`config.mk`:
```
export PLATFORM = sky130hd
export DESIGN_NAME = gpat_rot_cell
export DESIGN_NICKNAME = d
export VERILOG_FILES = /design/src/design/gpat_pkg.sv /design/src/design/gpat_rot_cell.sv
export SDC_FILE = /design/constraint.sdc
export NUM_CORES = 1
export LEC_CHECK = 0
export BUFFER_PORTS_ARGS = -buffer_cell sky130_fd_sc_hd__buf_2
export CORE_AREA = 2 2 394 396
export DETAILED_ROUTE_END_ITERATION = 10
export DIE_AREA = 0 0 396 398
export HOLD_SLACK_MARGIN = 0.05
export PLACE_DENSITY = 0.47
export SETUP_SLACK_MARGIN = 0.4
export SLEW_MARGIN = 5
export SYNTH_ARGS = -nofsm -noshare
export SYNTH_HDL_FRONTEND = slang
export SYNTH_SLANG_ARGS = --single-unit
```
`constraint.sdc`:
```
create_clock -name i_clk -period 4 [get_ports i_clk]
set_clock_uncertainty 0.2 [all_clocks]
set_input_delay 0.4 -clock i_clk [delete_from_list [all_inputs] [get_ports i_clk]]
set_output_delay 0.4 -clock i_clk [all_outputs]
set_load 0.005 [all_outputs]
```
`src/design/gpat_pkg.sv`:
```
package gpat_pkg;

    localparam int CORDIC_STEPS_DEF = 16;
    localparam int VECTOR_FRAC_BITS_DEF = 16;
    localparam int TABLE_LEN = 30;
    localparam longint GAIN_Q30 = 64'sd652032874;

    // Centidegree angles and CORDIC angle accumulators (centidegrees << 16).
    localparam int CDEG_W = 18;
    localparam int ANG_W = 36;
    localparam int OUT_W = 15;

    typedef logic signed [ANG_W-1:0] t_ang;

    // atan(2^-i) in centidegrees scaled by 2^16, rounded to nearest.
    function automatic t_ang atan_entry(input int idx);
        t_ang v;
        v = '0;
        unique case (idx)
            0:  v = 36'sd294912000;
            1:  v = 36'sd174096719;
            2:  v = 36'sd91987925;
            3:  v = 36'sd46694507;
            4:  v = 36'sd23437865;
            5:  v = 36'sd11730358;
            6:  v = 36'sd5866610;
            7:  v = 36'sd2933484;
            8:  v = 36'sd1466764;
            9:  v = 36'sd733385;
            10: v = 36'sd366693;
            11: v = 36'sd183346;
            12: v = 36'sd91673;
            13: v = 36'sd45837;
            14: v = 36'sd22918;
            15: v = 36'sd11459;
            16: v = 36'sd5730;
            17: v = 36'sd2865;
            18: v = 36'sd1432;
            19: v = 36'sd716;
            20: v = 36'sd358;
            21: v = 36'sd179;
            22: v = 36'sd90;
            23: v = 36'sd45;
            24: v = 36'sd22;
            25: v = 36'sd11;
            26: v = 36'sd6;
            27: v = 36'sd3;
            28: v = 36'sd1;
            29: v = 36'sd1;
            default: v = '0;
        endcase
        return v;
    endfunction

endpackage

```
`src/design/gpat_rot_cell.sv`:
```
// One rotation-mode CORDIC step for six independent sine/cosine lanes.
module gpat_rot_cell #(
    parameter int STEP = 0,
    parameter int VW = 24,
    parameter int NL = 6
) (
    input  logic                                 i_clk,
    input  logic                                 i_en,
    input  logic signed [NL-1:0][VW-1:0]         i_x,
    input  logic signed [NL-1:0][VW-1:0]         i_y,
    input  logic signed [NL-1:0][gpat_pkg::ANG_W-1:0] i_z,
    input  logic [NL-1:0]                        i_neg,
    output logic signed [NL-1:0][VW-1:0]         o_x,
    output logic signed [NL-1:0][VW-1:0]         o_y,
    output logic signed [NL-1:0][gpat_pkg::ANG_W-1:0] o_z,
    output logic [NL-1:0]                        o_neg
);
    import gpat_pkg::*;

    localparam t_ang ATAN_I = atan_entry(STEP);

    logic signed [NL-1:0][VW-1:0]    n_x, n_y;
    logic signed [NL-1:0][ANG_W-1:0] n_z;
    logic signed [VW-1:0]            sx, sy;

    always_comb begin
        n_x = i_x;
        n_y = i_y;
        n_z = i_z;
        sx  = '0;
        sy  = '0;
        for (int l = 0; l < NL; l++) begin
            sx = $signed(i_x[l]) >>> STEP;
            sy = $signed(i_y[l]) >>> STEP;
            if (!i_z[l][ANG_W-1]) begin
                n_x[l] = $signed(i_x[l]) - sy;
                n_y[l] = $signed(i_y[l]) + sx;
                n_z[l] = $signed(i_z[l]) - ATAN_I;
            end else begin
                n_x[l] = $signed(i_x[l]) + sy;
                n_y[l] = $signed(i_y[l]) - sx;
                n_z[l] = $signed(i_z[l]) + ATAN_I;
            end
        end
    end

    always_ff @(posedge i_clk) begin
        if (i_en) begin
            o_x   <= n_x;
            o_y   <= n_y;
            o_z   <= n_z;
            o_neg <= i_neg;
        end
    end
endmodule

```
======== Word level (Yosys, flattened, before mapping) ========
Cells that the tools add are included.
word-level totals
  register bits after elaboration ......... 510
  logic and storage cells ................. 67
operators by class
  add/subtract/negate cells ............... 30
  mux-type cells .......................... 18
operator list
  operator                count
  $mux 24                 12
  $sub 24x24->24          12
  $add 36x30->36 const B  6
  $mux 36                 6
  $sub 36x30->36 const B  6
  $add 24x24->24          6

======== Logic depth before layout (Yosys ltp) ========
  word-level depth ........................ 2
  gate-level depth with buffers ........... 14
  depth with buffers taken out ............ 12

======== Least setup slack after synthesis ========
OpenSTA, ideal clock, no wires.
  kind .................................... input port to flip-flop
  from .................................... input i_z[107] in the netlist's numbering
  to ...................................... register o_z[107] in the netlist's numbering (data pin)
  buffers on the path ..................... 3
  required time ........................... 3,654 ps
  setup slack ............................. 334 ps
  arrival ................................. 3,320 ps
  library setup time ...................... 146 ps
  stages on the path ...................... 14
  cells stage by stage .................... clkbuf_1 > inv_1 > clkbuf_1 > clkbuf_1 > ha_1 > a21o_1 > a21oi_1 > o211ai_1 > a41oi_1 > o21ai_0 > nor2_1 > o21ai_0 > a21o_1 > a21oi_1
RTL lines
  item                  RTL line             text
  from (decl)           gpat_rot_cell.sv:11  input logic signed [NL-1:0][gpat_pkg::ANG_W-1:0] i_z,
  to (signal assigned)  gpat_rot_cell.sv:51  o_z <= n_z;
  to (decl)             gpat_rot_cell.sv:15  output logic signed [NL-1:0][gpat_pkg::ANG_W-1:0] o_z,

==> summary.txt <==
Worst hold path
  – Path class of the lowest-slack min-delay path: input port to flop

STA
  – Worst-margin pin slew: between 700 and 800 ps
  – Final clock period utilization by the worst path: 89.88%
  – Number of hold violations in the final report: 0
  – Final Max Slew Viols: 0
  – # setup viols final: 0
  – Post-layout minimum cycle time: ~3600 ps
  – Setup slack after layout: a little over 400 ps
  – RSZ-0062 raised after global routing: true
  – Summed negative setup slack over all endpoints: 0 ps
  – Slew margin rel.: between 50% and 60%
  – F_max: about 280 MHz

Power and ir drop
  – Worst VDD drop: between 0.3 and 0.4 mV
  – Total net switching power: 6.765 mW
  – Sw frac: approximately a third
  – Combinational share of power: about a third
  – P_leak: approximately 25 nW
  – P_int: 13.01 mW
  – Total power density per cell area: 362.0 nW/um^2
  – Sequential group share of total power: between 30 and 40%
  – Share of total power in the clock network: between 30% and 40%

Finish
  – Total Nets Final: just under 7000
  – Filler cells: 15890
  – Post-route design area: around 55000 sq um
  – Signed area change from the synthesized netlist to the final layout: 29.43%
  – Final Non-Filler Cells: 7897
  – Share of post-route cells with drive strength above 1: approximately 22%

Yosys
  – Sequential area share after synthesis: 35.85%
  – Top FF cell, synth: sky130_fd_sc_hd__edfxtp_1
  – Net Count, Synth: 5618
  – Async set-or-reset flop fraction in the synthesized netlist: 0%
  – Top post-synthesis cells by area: sky130_fd_sc_hd__edfxtp_1 (36%), sky130_fd_sc_hd__ha_1 (17%), sky130_fd_sc_hd__xnor2_1 (6.0%)
  – Post-Synthesis Mean Instance Area: a little over 9 sq um
  – Area of the mapped netlist: around 42000 sq um
  – Synthesis-stage register bit count: approximately 500
  – Number of flops mapped to enable cells by yosys: 504
  – Unique masters post-synth: 82
  – Count leader, synth: sky130_fd_sc_hd__ha_1
  – Cell type with the highest aggregate area in the netlist: sky130_fd_sc_hd__edfxtp_1
  – Instance count of the mapped netlist: 4524
  – Proportion of netlist area held by the largest area contributor: 35.85%
  – Yosys warns: 0
  – Leading cell types by count after synthesis: sky130_fd_sc_hd__ha_1 (558), sky130_fd_sc_hd__edfxtp_1 (504), sky130_fd_sc_hd__inv_1 (459)

Drt
  – Average wire per standard cell: about 22 um
  – Detailed-route vias per instance: around 5.0
  – Detailed-routing iteration count for the pre-antenna-repair pass: 6
  – DRC errors left: 0
  – Via total after detailed routing: between 30000 and 40000
  – Antenna viol nets, final: 0
  – Final wirelength: 174500 um
  – Violation count after the first detailed-routing iteration: between 3000 and 4000

Floorplanning
  – Horizontal die dimension: around 400 um
  – Die height: 398 um
  – Num rows: between 100 and 150
  – Initial standard-cell utilization of the core: 27.53%
  – Number of placed I/O pins: 1022
  – Core box area: 153300 sq um
  – Die Outline Area: about 160000 sq um

Worst setup path
  – Delay of the slowest critical-path stage: 540 ps
  – Crit path capture type: flop
  – Startpoint types: input port
  – Standard cell with the maximum stage delay on the critical path: sky130_fd_sc_hd__dlygate4sd3_1
  – Cell-by-cell trace of the critical path: dlygate4sd3_1 -> buf_2 -> ha_1 -> fa_1 -> nor2b_1 -> o211ai_1 -> a31oi_1 -> a311oi_2 -> o21bai_1 -> a31o_2 -> a21bo_2 -> a221oi_2 -> xnor2_1
  – Data required time of the critical path: about 4200 ps
  – CP delay by family, top: compound AO/OA/AOI/OAI gates
  – End point of the critical path: o_x[44]
  – Maximum fanout along the worst path: 5
  – Levels on crit path: 13
  – Worst setup startpoint: i_y[24]
  – Critical path start-end classification: input port to flop
  – Data arrival, critical path: 3810 ps
  – Count of buffering cells on the critical path with inverters included: 2

Clocking
  – Clock buffers created by TritonCTS: 70
  – Clock-pin slew of the registers on the worst-case setup and hold paths: ~60 ps
  – Number of H-tree levels: 3
  – Root Driver: sky130_fd_sc_hd__clkbuf_16
  – Sink Count: 504
  – Maximum buffer depth of the clock tree: 3
  – Clock tree from TritonCTS: built

GRT
  – Largest net degree at the start of global routing: 78
  – Global-route total usage across every layer: between 20% and 30%
  – First-pass GRT wire length: 249400 um
  – Vias in the first global route: about 38000
  – Number of antenna violations at the first check in global routing: 70
  – Total overflow reported by the global router: 0

Place
  – Half-perimeter wire length after detailed placement: 142700 um
  – Inst Count DP: 7527
  – Placer congestion estimate: about 0.94
  – Port buffer count: ~1000
  – Pre-CTS setup slack: 161.2 ps
  – Placed Area: 50070 sq um

Run status
  – Result of the run: complete, no violations

Job
  – Number of maximum-capacitance constraint violations: 0
## worst min path at each step
stage	from	endpoint	slack, ps	cells after the start
final	i_z[142]	o_z[143]	130	4
after global routing	i_z[142]	o_z[143]	100	4
after CTS	i_z[174]	o_z[174]	50	3
after detailed placement	i_z[43]	o_z[43]	380	1
after global placement	i_z[161]	o_z[161]	380	1
after floorplan	i_neg[0]	o_neg[0]	300	0
## power groups by stage
stage	sequential, mW	clock, mW	combinational (mW)
after floorplan	7.26	0	3.31
after global placement	7.28	0	6.26
after detailed placement	7.29	0	6.23
after CTS	7.19	6.33	6.46
after global routing	7.24	6.48	7.06
final	7.18	6.10	6.50
## cell families after synthesis
kind of cell	count (synthesis)	synth area share (%)
adders and majority gates	582	17.68
AOI/OAI and AO/OA	1359	20.35
DFF	504	35.85
and+or+nand+nor	1010	11.22
xor gates and xnor gates	346	7.179
buffers and inverters	649	5.952
muxes	74	1.764
## sequential cells by signal (all words and copies together), names as in the netlist
register,flops
o_x,138
o_z,216
o_neg,6
o_y,144
## cells in the final DEF (no fill, tap or decap), drive strengths merged, types with 76 or more instances in the layout
cell type	netlist	final
a21o	121	121
a21oi	441	441
buf	67	1137
clkbuf	107	85
dlygate4sd3	0	223
edfxtp	504	504
ha	558	558
inv	465	468
nand2	181	181
nand3	76	76
nor2	383	383
nor3	114	114
o21ai	314	314
o21bai	88	88
xnor2	290	290
## per-stage QoR
| stage | total power [mW] | utilization, % | hold slack (ps) |
|---|---|---|---|
| floorplan | 10.57 | - | 298.9 |
| global placement | 13.54 | 32.66 | 376.6 |
| detailed placement | 13.51 | 32.66 | 378.1 |
| CTS | 19.99 | 35.54 | 51.81 |
| global route | 20.78 | 35.62 | 100.7 |
| finish | 19.78 | 35.63 | 127.4 |
## timing repair
item / in CTS / in global routing
gates resized for setup: 0 / 19
endpoints found under the hold margin: 236 / 0
buffers inserted: 0 / 4
setup endpoints to repair: 0 / 28
hold buffers: 223 / 0
## metal layers
layer  routed length (um)  GRT usage (%)  up-vias
met5                  142              0        -
met4                 5353          6.837       20
met3                10440          3.661      282
met2                83470          35.66     1435
met1                75080          26.77    18890
li1                     -              -    18710
## cell type report
| type | instances | area [sq um] | area share, % |
|---|---|---|---|
| clock inverters | 36 | 327.8 | 0.6000 |
| inverters | 475 | 1783 | 3.264 |
| clock buffers | 85 | 1851 | 3.387 |
| flip-flops and latches | 504 | 15130 | 27.70 |
| repair buffers | 1360 | 8298 | 15.19 |
| well taps | 2044 | 2557 | 4.681 |
| multi-input cells | 3371 | 24630 | 45.08 |
| diodes | 22 | 55.05 | 0.1008 |
Power figures use the tool's default switching activity.
