## config.mk

```make
export PLATFORM = sky130hd
export DESIGN_NAME = gpat_vec_cell
export DESIGN_NICKNAME = d
export VERILOG_FILES = /design/src/design/gpat_pkg.sv /design/src/design/gpat_vec_cell.sv
export SDC_FILE = /design/constraint.sdc
export NUM_CORES = 1
export LEC_CHECK = 0
export BUFFER_PORTS_ARGS = -buffer_cell sky130_fd_sc_hd__buf_4
export CORE_ASPECT_RATIO = 0.7
export CORE_UTILIZATION = 60
export CTS_CLUSTER_SIZE = 40
export DETAILED_ROUTE_END_ITERATION = 16
export PLACE_DENSITY = 0.84
export SKIP_LAST_GASP = 1
export SYNTH_ARGS = -nofsm -noshare
export SYNTH_HDL_FRONTEND = slang
export SYNTH_SLANG_ARGS = --single-unit
```

## constraint.sdc

```tcl
create_clock -name i_clk -period 5.1 [get_ports i_clk]
set_clock_uncertainty 0.15 [all_clocks]
set_input_delay 0.255 -clock i_clk [delete_from_list [all_inputs] [get_ports i_clk]]
set_output_delay 0.255 -clock i_clk [all_outputs]
set_load 0.05 [all_outputs]
```

## src/design/gpat_pkg.sv

```systemverilog
package gpat_pkg;

    localparam int CORDIC_STEPS_DEF = 16;
    localparam int VECTOR_FRAC_BITS_DEF = 16;
    localparam int TABLE_LEN = 30;
    localparam longint GAIN_Q30 = 64'sd652032874;

    // Centidegree angles and CORDIC angle accumulators (centidegrees << 16).
    localparam int CDEG_W = 18;
    localparam int ANG_W = 36;
    localparam int OUT_W = 15;

    typedef logic signed [ANG_W-1:0] t_ang;

    // atan(2^-i) in centidegrees scaled by 2^16, rounded to nearest.
    function automatic t_ang atan_entry(input int idx);
        t_ang v;
        v = '0;
        unique case (idx)
            0:  v = 36'sd294912000;
            1:  v = 36'sd174096719;
            2:  v = 36'sd91987925;
            3:  v = 36'sd46694507;
            4:  v = 36'sd23437865;
            5:  v = 36'sd11730358;
            6:  v = 36'sd5866610;
            7:  v = 36'sd2933484;
            8:  v = 36'sd1466764;
            9:  v = 36'sd733385;
            10: v = 36'sd366693;
            11: v = 36'sd183346;
            12: v = 36'sd91673;
            13: v = 36'sd45837;
            14: v = 36'sd22918;
            15: v = 36'sd11459;
            16: v = 36'sd5730;
            17: v = 36'sd2865;
            18: v = 36'sd1432;
            19: v = 36'sd716;
            20: v = 36'sd358;
            21: v = 36'sd179;
            22: v = 36'sd90;
            23: v = 36'sd45;
            24: v = 36'sd22;
            25: v = 36'sd11;
            26: v = 36'sd6;
            27: v = 36'sd3;
            28: v = 36'sd1;
            29: v = 36'sd1;
            default: v = '0;
        endcase
        return v;
    endfunction

endpackage

```

## src/design/gpat_vec_cell.sv

```systemverilog
// One vectoring-mode CORDIC step with side data carried along.
module gpat_vec_cell #(
    parameter int STEP = 0,
    parameter int VW = 24,
    parameter int SW = 8
) (
    input  logic                              i_clk,
    input  logic                              i_en,
    input  logic signed [VW-1:0]              i_x,
    input  logic signed [VW-1:0]              i_y,
    input  logic signed [gpat_pkg::ANG_W-1:0] i_z,
    input  logic [SW-1:0]                     i_side,
    output logic signed [VW-1:0]              o_x,
    output logic signed [VW-1:0]              o_y,
    output logic signed [gpat_pkg::ANG_W-1:0] o_z,
    output logic [SW-1:0]                     o_side
);
    import gpat_pkg::*;

    localparam t_ang ATAN_I = atan_entry(STEP);

    logic signed [VW-1:0] sx, sy;

    assign sx = i_x >>> STEP;
    assign sy = i_y >>> STEP;

    always_ff @(posedge i_clk) begin
        if (i_en) begin
            if (!i_y[VW-1]) begin
                o_x <= i_x + sy;
                o_y <= i_y - sx;
                o_z <= i_z + ATAN_I;
            end else begin
                o_x <= i_x - sy;
                o_y <= i_y + sx;
                o_z <= i_z - ATAN_I;
            end
            o_side <= i_side;
        end
    end
endmodule

```

Yosys cells after proc, flatten, opt, wreduce, memory -nomap -nowiden. Cells that the tools add are included. W data, S select, Z words.

$add $sub $neg: 5. Muxes and demuxes: 3.

Operator list (count): $mux W24 (2); $sub A24 B24 Y24 (2); $add A36 B30 Y36 const B (1); $mux W36 (1); $sub A36 B30 Y36 const B (1); $add A24 B24 Y24 (1).

Register bits: 92. Input port bits: 94. Output and inout port bits: 92. Word-level logic and storage cells: 12.

Logic depth before layout (Yosys ltp). Gate-level depths: netlist (run 1).

Word-level depth: 2. Depth in mapped cells: 11. Depth with buffers taken out: 10.

Worst setup path after synthesis (run 1). Ideal clock, no wire load.

Path type: input -> register. Start: in i_y[23]. End: reg o_z[34] (netlist bit) (data pin). Library setup time: 0.271 ns. Data arrival time: 2.706 ns. Data required time: 4.679 ns. Path slack: 1.973 ns. Cell stages on the path: 11. Buffers on the path: 2. Cells stage by stage: clkbuf_1 > inv_1 > clkbuf_1 > ha_1 > o21a_1 > o21a_1 > o22a_1 > a311o_1 > a41oi_1 > mux2i_1 > o2111ai_1.

Longest elaborated chain between the ends: 1.

RTL lines: start: declaration (line gpat_vec_cell.sv:10) `input logic signed [VW-1:0] i_y,`; $mux W36 (line gpat_vec_cell.sv:29) `if (!i_y[VW-1]) begin`; end signal: assignment (line gpat_vec_cell.sv:32) `o_z <= i_z + ATAN_I;`; end signal: assignment (line gpat_vec_cell.sv:36) `o_z <= i_z - ATAN_I;`; end: declaration (line gpat_vec_cell.sv:15) `output logic signed [gpat_pkg::ANG_W-1:0] o_z,`.

No other way between the ends. A chain may end at the register's enable or synchronous reset.

Final worst setup path (run 1). Same ends and word-level chain as after synthesis.

==> metrics, run 1 <==
total gr overflow 0; core footprint 0.0125 mm²; mapped cell area 0.00774 mm²; Crit path arrival time 3.51 ns; initial antenna violation count 0; Max Buffers Root-to-Sink 2; total CTS buffers 9; Hold Path Class input pin to register; Syn Inst Count 841; relative slew slack about a quarter; data required time of the worst path ~5.0 ns; Critical Path Fanout Max 28; # setup viols final 0; layout cells sized above 1 21.0%; Placed Cells 1158; vias per inst 6.48; final WL 26800 µm; DP Worst Slack 1.53 ns; worst slew pin tran 1.14 ns; Total GRT Usage 40.0%; Initial Util 61.9%; final worst slack roughly 1.5 ns; htree depth 3; CP Class input pin to register; Post-DP HPWL 19000 µm; worst stage delay on the critical path 0.77 ns; sequential share of the synthesized area 35.3%; # clock sinks 91; CTS clk-pin slew, worst paths 0.07 ns; first-pass iteration count of the detailed router 6; max_cap viols 0; row count 34; Fin. Hold Viols 0; routed len/inst 22.3 µm; diode count 0; leakage power roughly 4.3 nW; Top FF cell, synth edfxtp_1; crit path cell chain buf_4 -> inv_1 -> ha_1 -> o21a_1 -> o21a_1 -> o22a_1 -> a311o_1 -> a41oi_1 -> mux2i_1 -> o2111ai_1; Port Buf Inserts between 150 and 200; die area 0.0134 mm²; syn nets 1031; CP endpoint kind register; Chip Height 97.1 µm; largest net degree at the start of global routing 92; final non-filler cell total 1200; width of the die 138 µm; asr flop ratio synth 0%; Setup crit start kind input pin; max-slew violations 0; hold depth 2; setup TNS 0 ns; Root Driver clkbuf_16; yosys synthesis warning count 0; PD cells approximately 310 mW/mm²; CTS tree built; vias roughly 7800; Peak Freq 279 MHz; # IOs 186; synthesized area per cell ~9.2 µm²; status complete, no violations; RSZ-0062 raised after global routing false; number of global-route vias before repair between 6000 and 7000; WHS Endpoint o_z[18]; Layout area overhead 25.7%; Max rail drop VDD 0.284 mV; period utilisation layout 70.3%; first-pass GRT wire length 39900 µm; CP dominant cell by count o21a_1; Placer Congestion 1.01; EDFF count, synth 91; CP max-delay cell inv_1; post-synthesis cell type count 69; ANT nets after route 0; DRC violations left 0; Seq cells post-synth 91; min-delay src i_z[18]; Nets 1223; DRT iter0 DRCs about 1000; Tmin final 3.58 ns
## layout by cell type (no fill, tap or decap), types with 5 or more instances in the layout
| cell type | n |
|---|---|
| a2111oi_0 | 5 |
| a211oi_1 | 14 |
| a21boi_0 | 5 |
| a21o_1 | 8 |
| a21oi_1 | 93 |
| a31oi_1 | 5 |
| and3_1 | 6 |
| buf_4 | 187 |
| clkbuf_16 | 9 |
| dlygate4sd3_1 | 26 |
| edfxtp_1 | 91 |
| ha_1 | 92 |
| inv_1 | 72 |
| mux2i_1 | 8 |
| nand2_1 | 45 |
| nand3_1 | 9 |
| nand3b_1 | 6 |
| nand4_1 | 10 |
| nor2_1 | 59 |
| nor2b_1 | 14 |
| nor3_1 | 27 |
| nor4_1 | 5 |
| o21a_1 | 9 |
| o21ai_0 | 60 |
| o21ai_1 | 5 |
| o21bai_1 | 9 |
| o31ai_1 | 9 |
| o41ai_1 | 5 |
| or2_2 | 5 |
| or3_1 | 10 |
| xnor2_1 | 51 |
| xor2_1 | 7 |
## through the flow
stage | hold WS (ns) | power [mW] | util (%) | cell area (µm²)
after detailed placement | 0.285 | 2.29 | 73.5 | 9200
after global routing | 0.0636 | 3.08 | 77.8 | 9730
after global placement | 0.283 | 2.27 | 73.5 | 9200
after floorplan | 0.204 | 1.87 | - | 7740
after CTS | 0.0341 | 2.93 | 77.8 | 9730
final | 0.0637 | 2.99 | 77.8 | 9730
## logic make-up after synthesis
kind of cell    after synthesis  share of synthesized area, %
xor+xnor                     58                          6.56
fa+ha+maj                    96                          15.9
compound gates              270                          22.1
mux                           8                          1.03
flops                        91                          35.3
buf+inv                     107                          5.59
simple gates                211                          13.5
## power by group
| part | leakage, nW | switching [mW] | total, mW | internal, mW |
|---|---|---|---|---|
| clock network | 0.130 | 0.292 | 0.624 | 0.332 |
| registers | 0.891 | 0.0431 | 1.01 | 0.966 |
| logic | 3.24 | 0.922 | 1.35 | 0.432 |
## area by class of cell
| class | instances | area (µm²) |
|---|---|---|
| fill | 837 | 2770 |
| clock inverter | 7 | 50.0 |
| tap | 162 | 203 |
| multi-input combinational | 643 | 4580 |
| sequential | 91 | 2730 |
| clock buffer | 9 | 225 |
| inverter | 75 | 282 |
| timing repair buffer | 213 | 1660 |
## flip-flops by register name, indices dropped and copies added (netlist names)
name,flops
o_z,36
o_x,23
o_y,24
o_side,8
## how the worst max path moves through the flow
stage	slack, ns	from	to	cells after the start
after floorplan	1.97	i_y[23]	o_z[34]	11
after global placement	1.59	i_y[23]	o_z[34]	10
after detailed placement	1.53	i_y[23]	o_z[34]	10
after CTS	1.82	i_y[23]	o_z[34]	10
after global routing	1.55	i_y[23]	o_z[34]	10
final	1.52	i_y[23]	o_z[34]	10
## layer usage
metal  vias up  GRT usage [%]  wire [µm]
met5         -              0          0
met4         0           16.0       1010
met3        88           10.7       3640
met2       617           56.0      11000
met1      3612           58.2      11100
li1       3458              -          -
## cells in the mapped netlist, types with 6 or more instances
master	count	area share, %
xor2_1	7	0.79
xnor2_1	51	5.8
o21ai_0	60	3.9
nor2_1	59	2.9
o31ai_1	9	0.87
a21oi_1	93	6.0
nor2b_1	14	1.1
or3_1	10	0.81
a21o_1	8	0.78
inv_1	72	3.5
nand4_1	10	0.81
buf_2	10	0.65
nand3_1	9	0.58
o21bai_1	9	0.87
ha_1	92	15
a211oi_1	14	1.4
o21a_1	9	0.87
and3_1	6	0.48
nand2_1	45	2.2
edfxtp_1	91	35
clkbuf_1	13	0.63
nor3_1	27	1.7
mux2i_1	8	1.0
nand3b_1	6	0.58
## worst max-delay path, delay by kind of cell
family / cells / cell delay (ns)
fa+ha+maj: 1 / 0.46
compound gates: 6 / 1.62
buf+inv: 2 / 0.89
mux: 1 / 0.29
## repair_timing
item | in CTS | in global routing
gates resized for setup | 0 | 0
buffers inserted | 0 | 0
hold buffers | 26 | 0
endpoints found under the hold margin | 26 | 0
No activity file was read; power rests on OpenSTA's default activity.
==> inputs of run 2 (changes only) <==
CORE_UTILIZATION = 50   (was 60)
PLACE_DENSITY = 0.74   (was 0.84)
clock period = 2.91 ns   (was 5.1 ns; I/O delays follow)
==> metrics, run 2 (same netlist as run 1, synthesis figures left out) <==
Max Buffers Root-to-Sink 2; area of the multi-input gates 0.00458 mm²; Peak Freq 377 MHz; width of the die between 150 and 200 µm; layout cells sized above 1 roughly a quarter; Initial Util 51.9%; status complete, no violations; Crit path arrival time between 2 and 3 ns; Root Driver clkbuf_16; Max rail drop VDD 0.297 mV; initial antenna violation count 0; Post-DP HPWL about 20000 µm; Fin. Hold Viols 0; die area 0.0160 mm²; RSZ-0062 raised after global routing false; core footprint 0.0149 mm²; commonest cells after routing, fill and taps aside buf_4 (257), a21oi_1 (93), ha_1 (92); row count 37; CP max-delay cell o41ai_1; ANT nets after route 0; # setup viols final 0; commonest non-fill, non-tap cell in the layout buf_4; Largest register FFs 36; placed instance area around 0.0098 mm²; Total GRT Usage between 30 and 40%; Biggest register o_z; top flop regs o_z x36, o_y x24, o_x x23; vias per inst between 5 and 6; first-pass iteration count of the detailed router 5; setup TNS 0 ns; cell area after layout 0.0104 mm²; Crit path max-delay family compound AO/OA/AOI/OAI gates; diode count 0; Chip Height approximately 110 µm; hold slack between 0.1 and 0.15 ns; CTS clk-pin slew, worst paths 0.07 ns; routed len/inst roughly 19 µm; Port Buf Inserts 185; CP endpoint kind register; PD cells 521 mW/mm²; # IOs 186; number of global-route vias before repair ~6900; CP Class input pin to register; total CTS buffers 9; fillers ~1200; Critical Path Fanout Max 9; worst slew pin tran 0.687 ns; DRC violations left 0; leakage power between 4 and 5 nW; CP Buf/Inv Count 3; first-pass GRT wire length 37800 µm; Placer Congestion 0.966; Placed Cells 1264; FF+latch area approximately 0.0027 mm²; vias between 7000 and 8000; max-slew violations 0; DRT iter0 DRCs 779; Nets 1299; final WL 24900 µm; Layout area overhead 34.5%; Setup crit start kind input pin; final non-filler cell total 1309; crit path cell chain buf_4 -> inv_1 -> ha_1 -> nor2_1 -> o21ai_0 -> buf_4 -> a21oi_1 -> nor4_1 -> o41ai_1 -> o21ai_0 -> xnor2_1; htree depth 3; # resized after CTS 0; max_cap viols 0; data required time of the worst path 2.88 ns; total power 5.43 mW; period utilisation layout 91.1%; worst stage delay on the critical path 0.48 ns; # clock sinks 91; total gr overflow 0; CTS tree built; largest net degree at the start of global routing 70; Tmin final 2.65 ns; relative slew slack a little over half; Hold Path Class input pin to register
==> run 2: changes by cell type in the layout (fill, tap and decap cells not counted), sizes merged <==
cell and change:
buf +73, dlygate4sd3 +3, clkbuf +1, clkinv -1, bufinv +1, clkinvlp -1
==> run 2: per-layer routing <==
layer  routed length, µm  global-route usage, %
met3                2780                   5.49
met2               10100                   45.0
met5                   0                      0
met4                 359                   5.93
met1               11600                   47.5
==> run 2: final timing paths <==
path,startpoint,to,slack [ns],cells after the start
worst max-delay path,i_x[3],o_x[16],0.26,11
worst min-delay path,i_z[21],o_z[21],0.11,3
==> run 2: final cells by class <==
| type | instances | share of cell area [%] |
|---|---|---|
| tap | 195 | 2.34 |
| clock inverter | 6 | 0.697 |
| timing repair buffer | 289 | 21.9 |
| sequential | 91 | 26.2 |
| clock buffer | 10 | 2.20 |
| inverter | 75 | 2.70 |
| multi-input combinational | 643 | 43.9 |
==> run 2: timing repair <==
| item | 4_1_cts | 5_1_grt |
|---|---|---|
| setup buffers | 0 | 0 |
| endpoints found under the hold margin | 30 | 0 |
| hold buffers | 29 | 0 |
| setup endpoints to repair | 0 | 0 |
==> run 2: tightest hold or removal path, stage by stage <==
cell and delay, ns:
buf_4 0.08, ha_1 0.16, xnor2_1 0.12
==> run 2: report_power, final <==
group | internal, mW | switching, mW | leakage (nW)
clock | 0.676 | 0.531 | 0.144
combinational | 0.885 | 1.58 | 3.61
sequential | 1.69 | 0.0680 | 0.891
==> run 2: stage by stage <==
stage	utilization [%]	worst slack, ns
2_1_floorplan	-	0.0639
3_3_place_gp	65.9	0.0997
3_5_place_dp	65.9	0.0346
4_1_cts	69.9	0.371
5_1_grt	69.9	0.0856
6_report	69.9	0.260
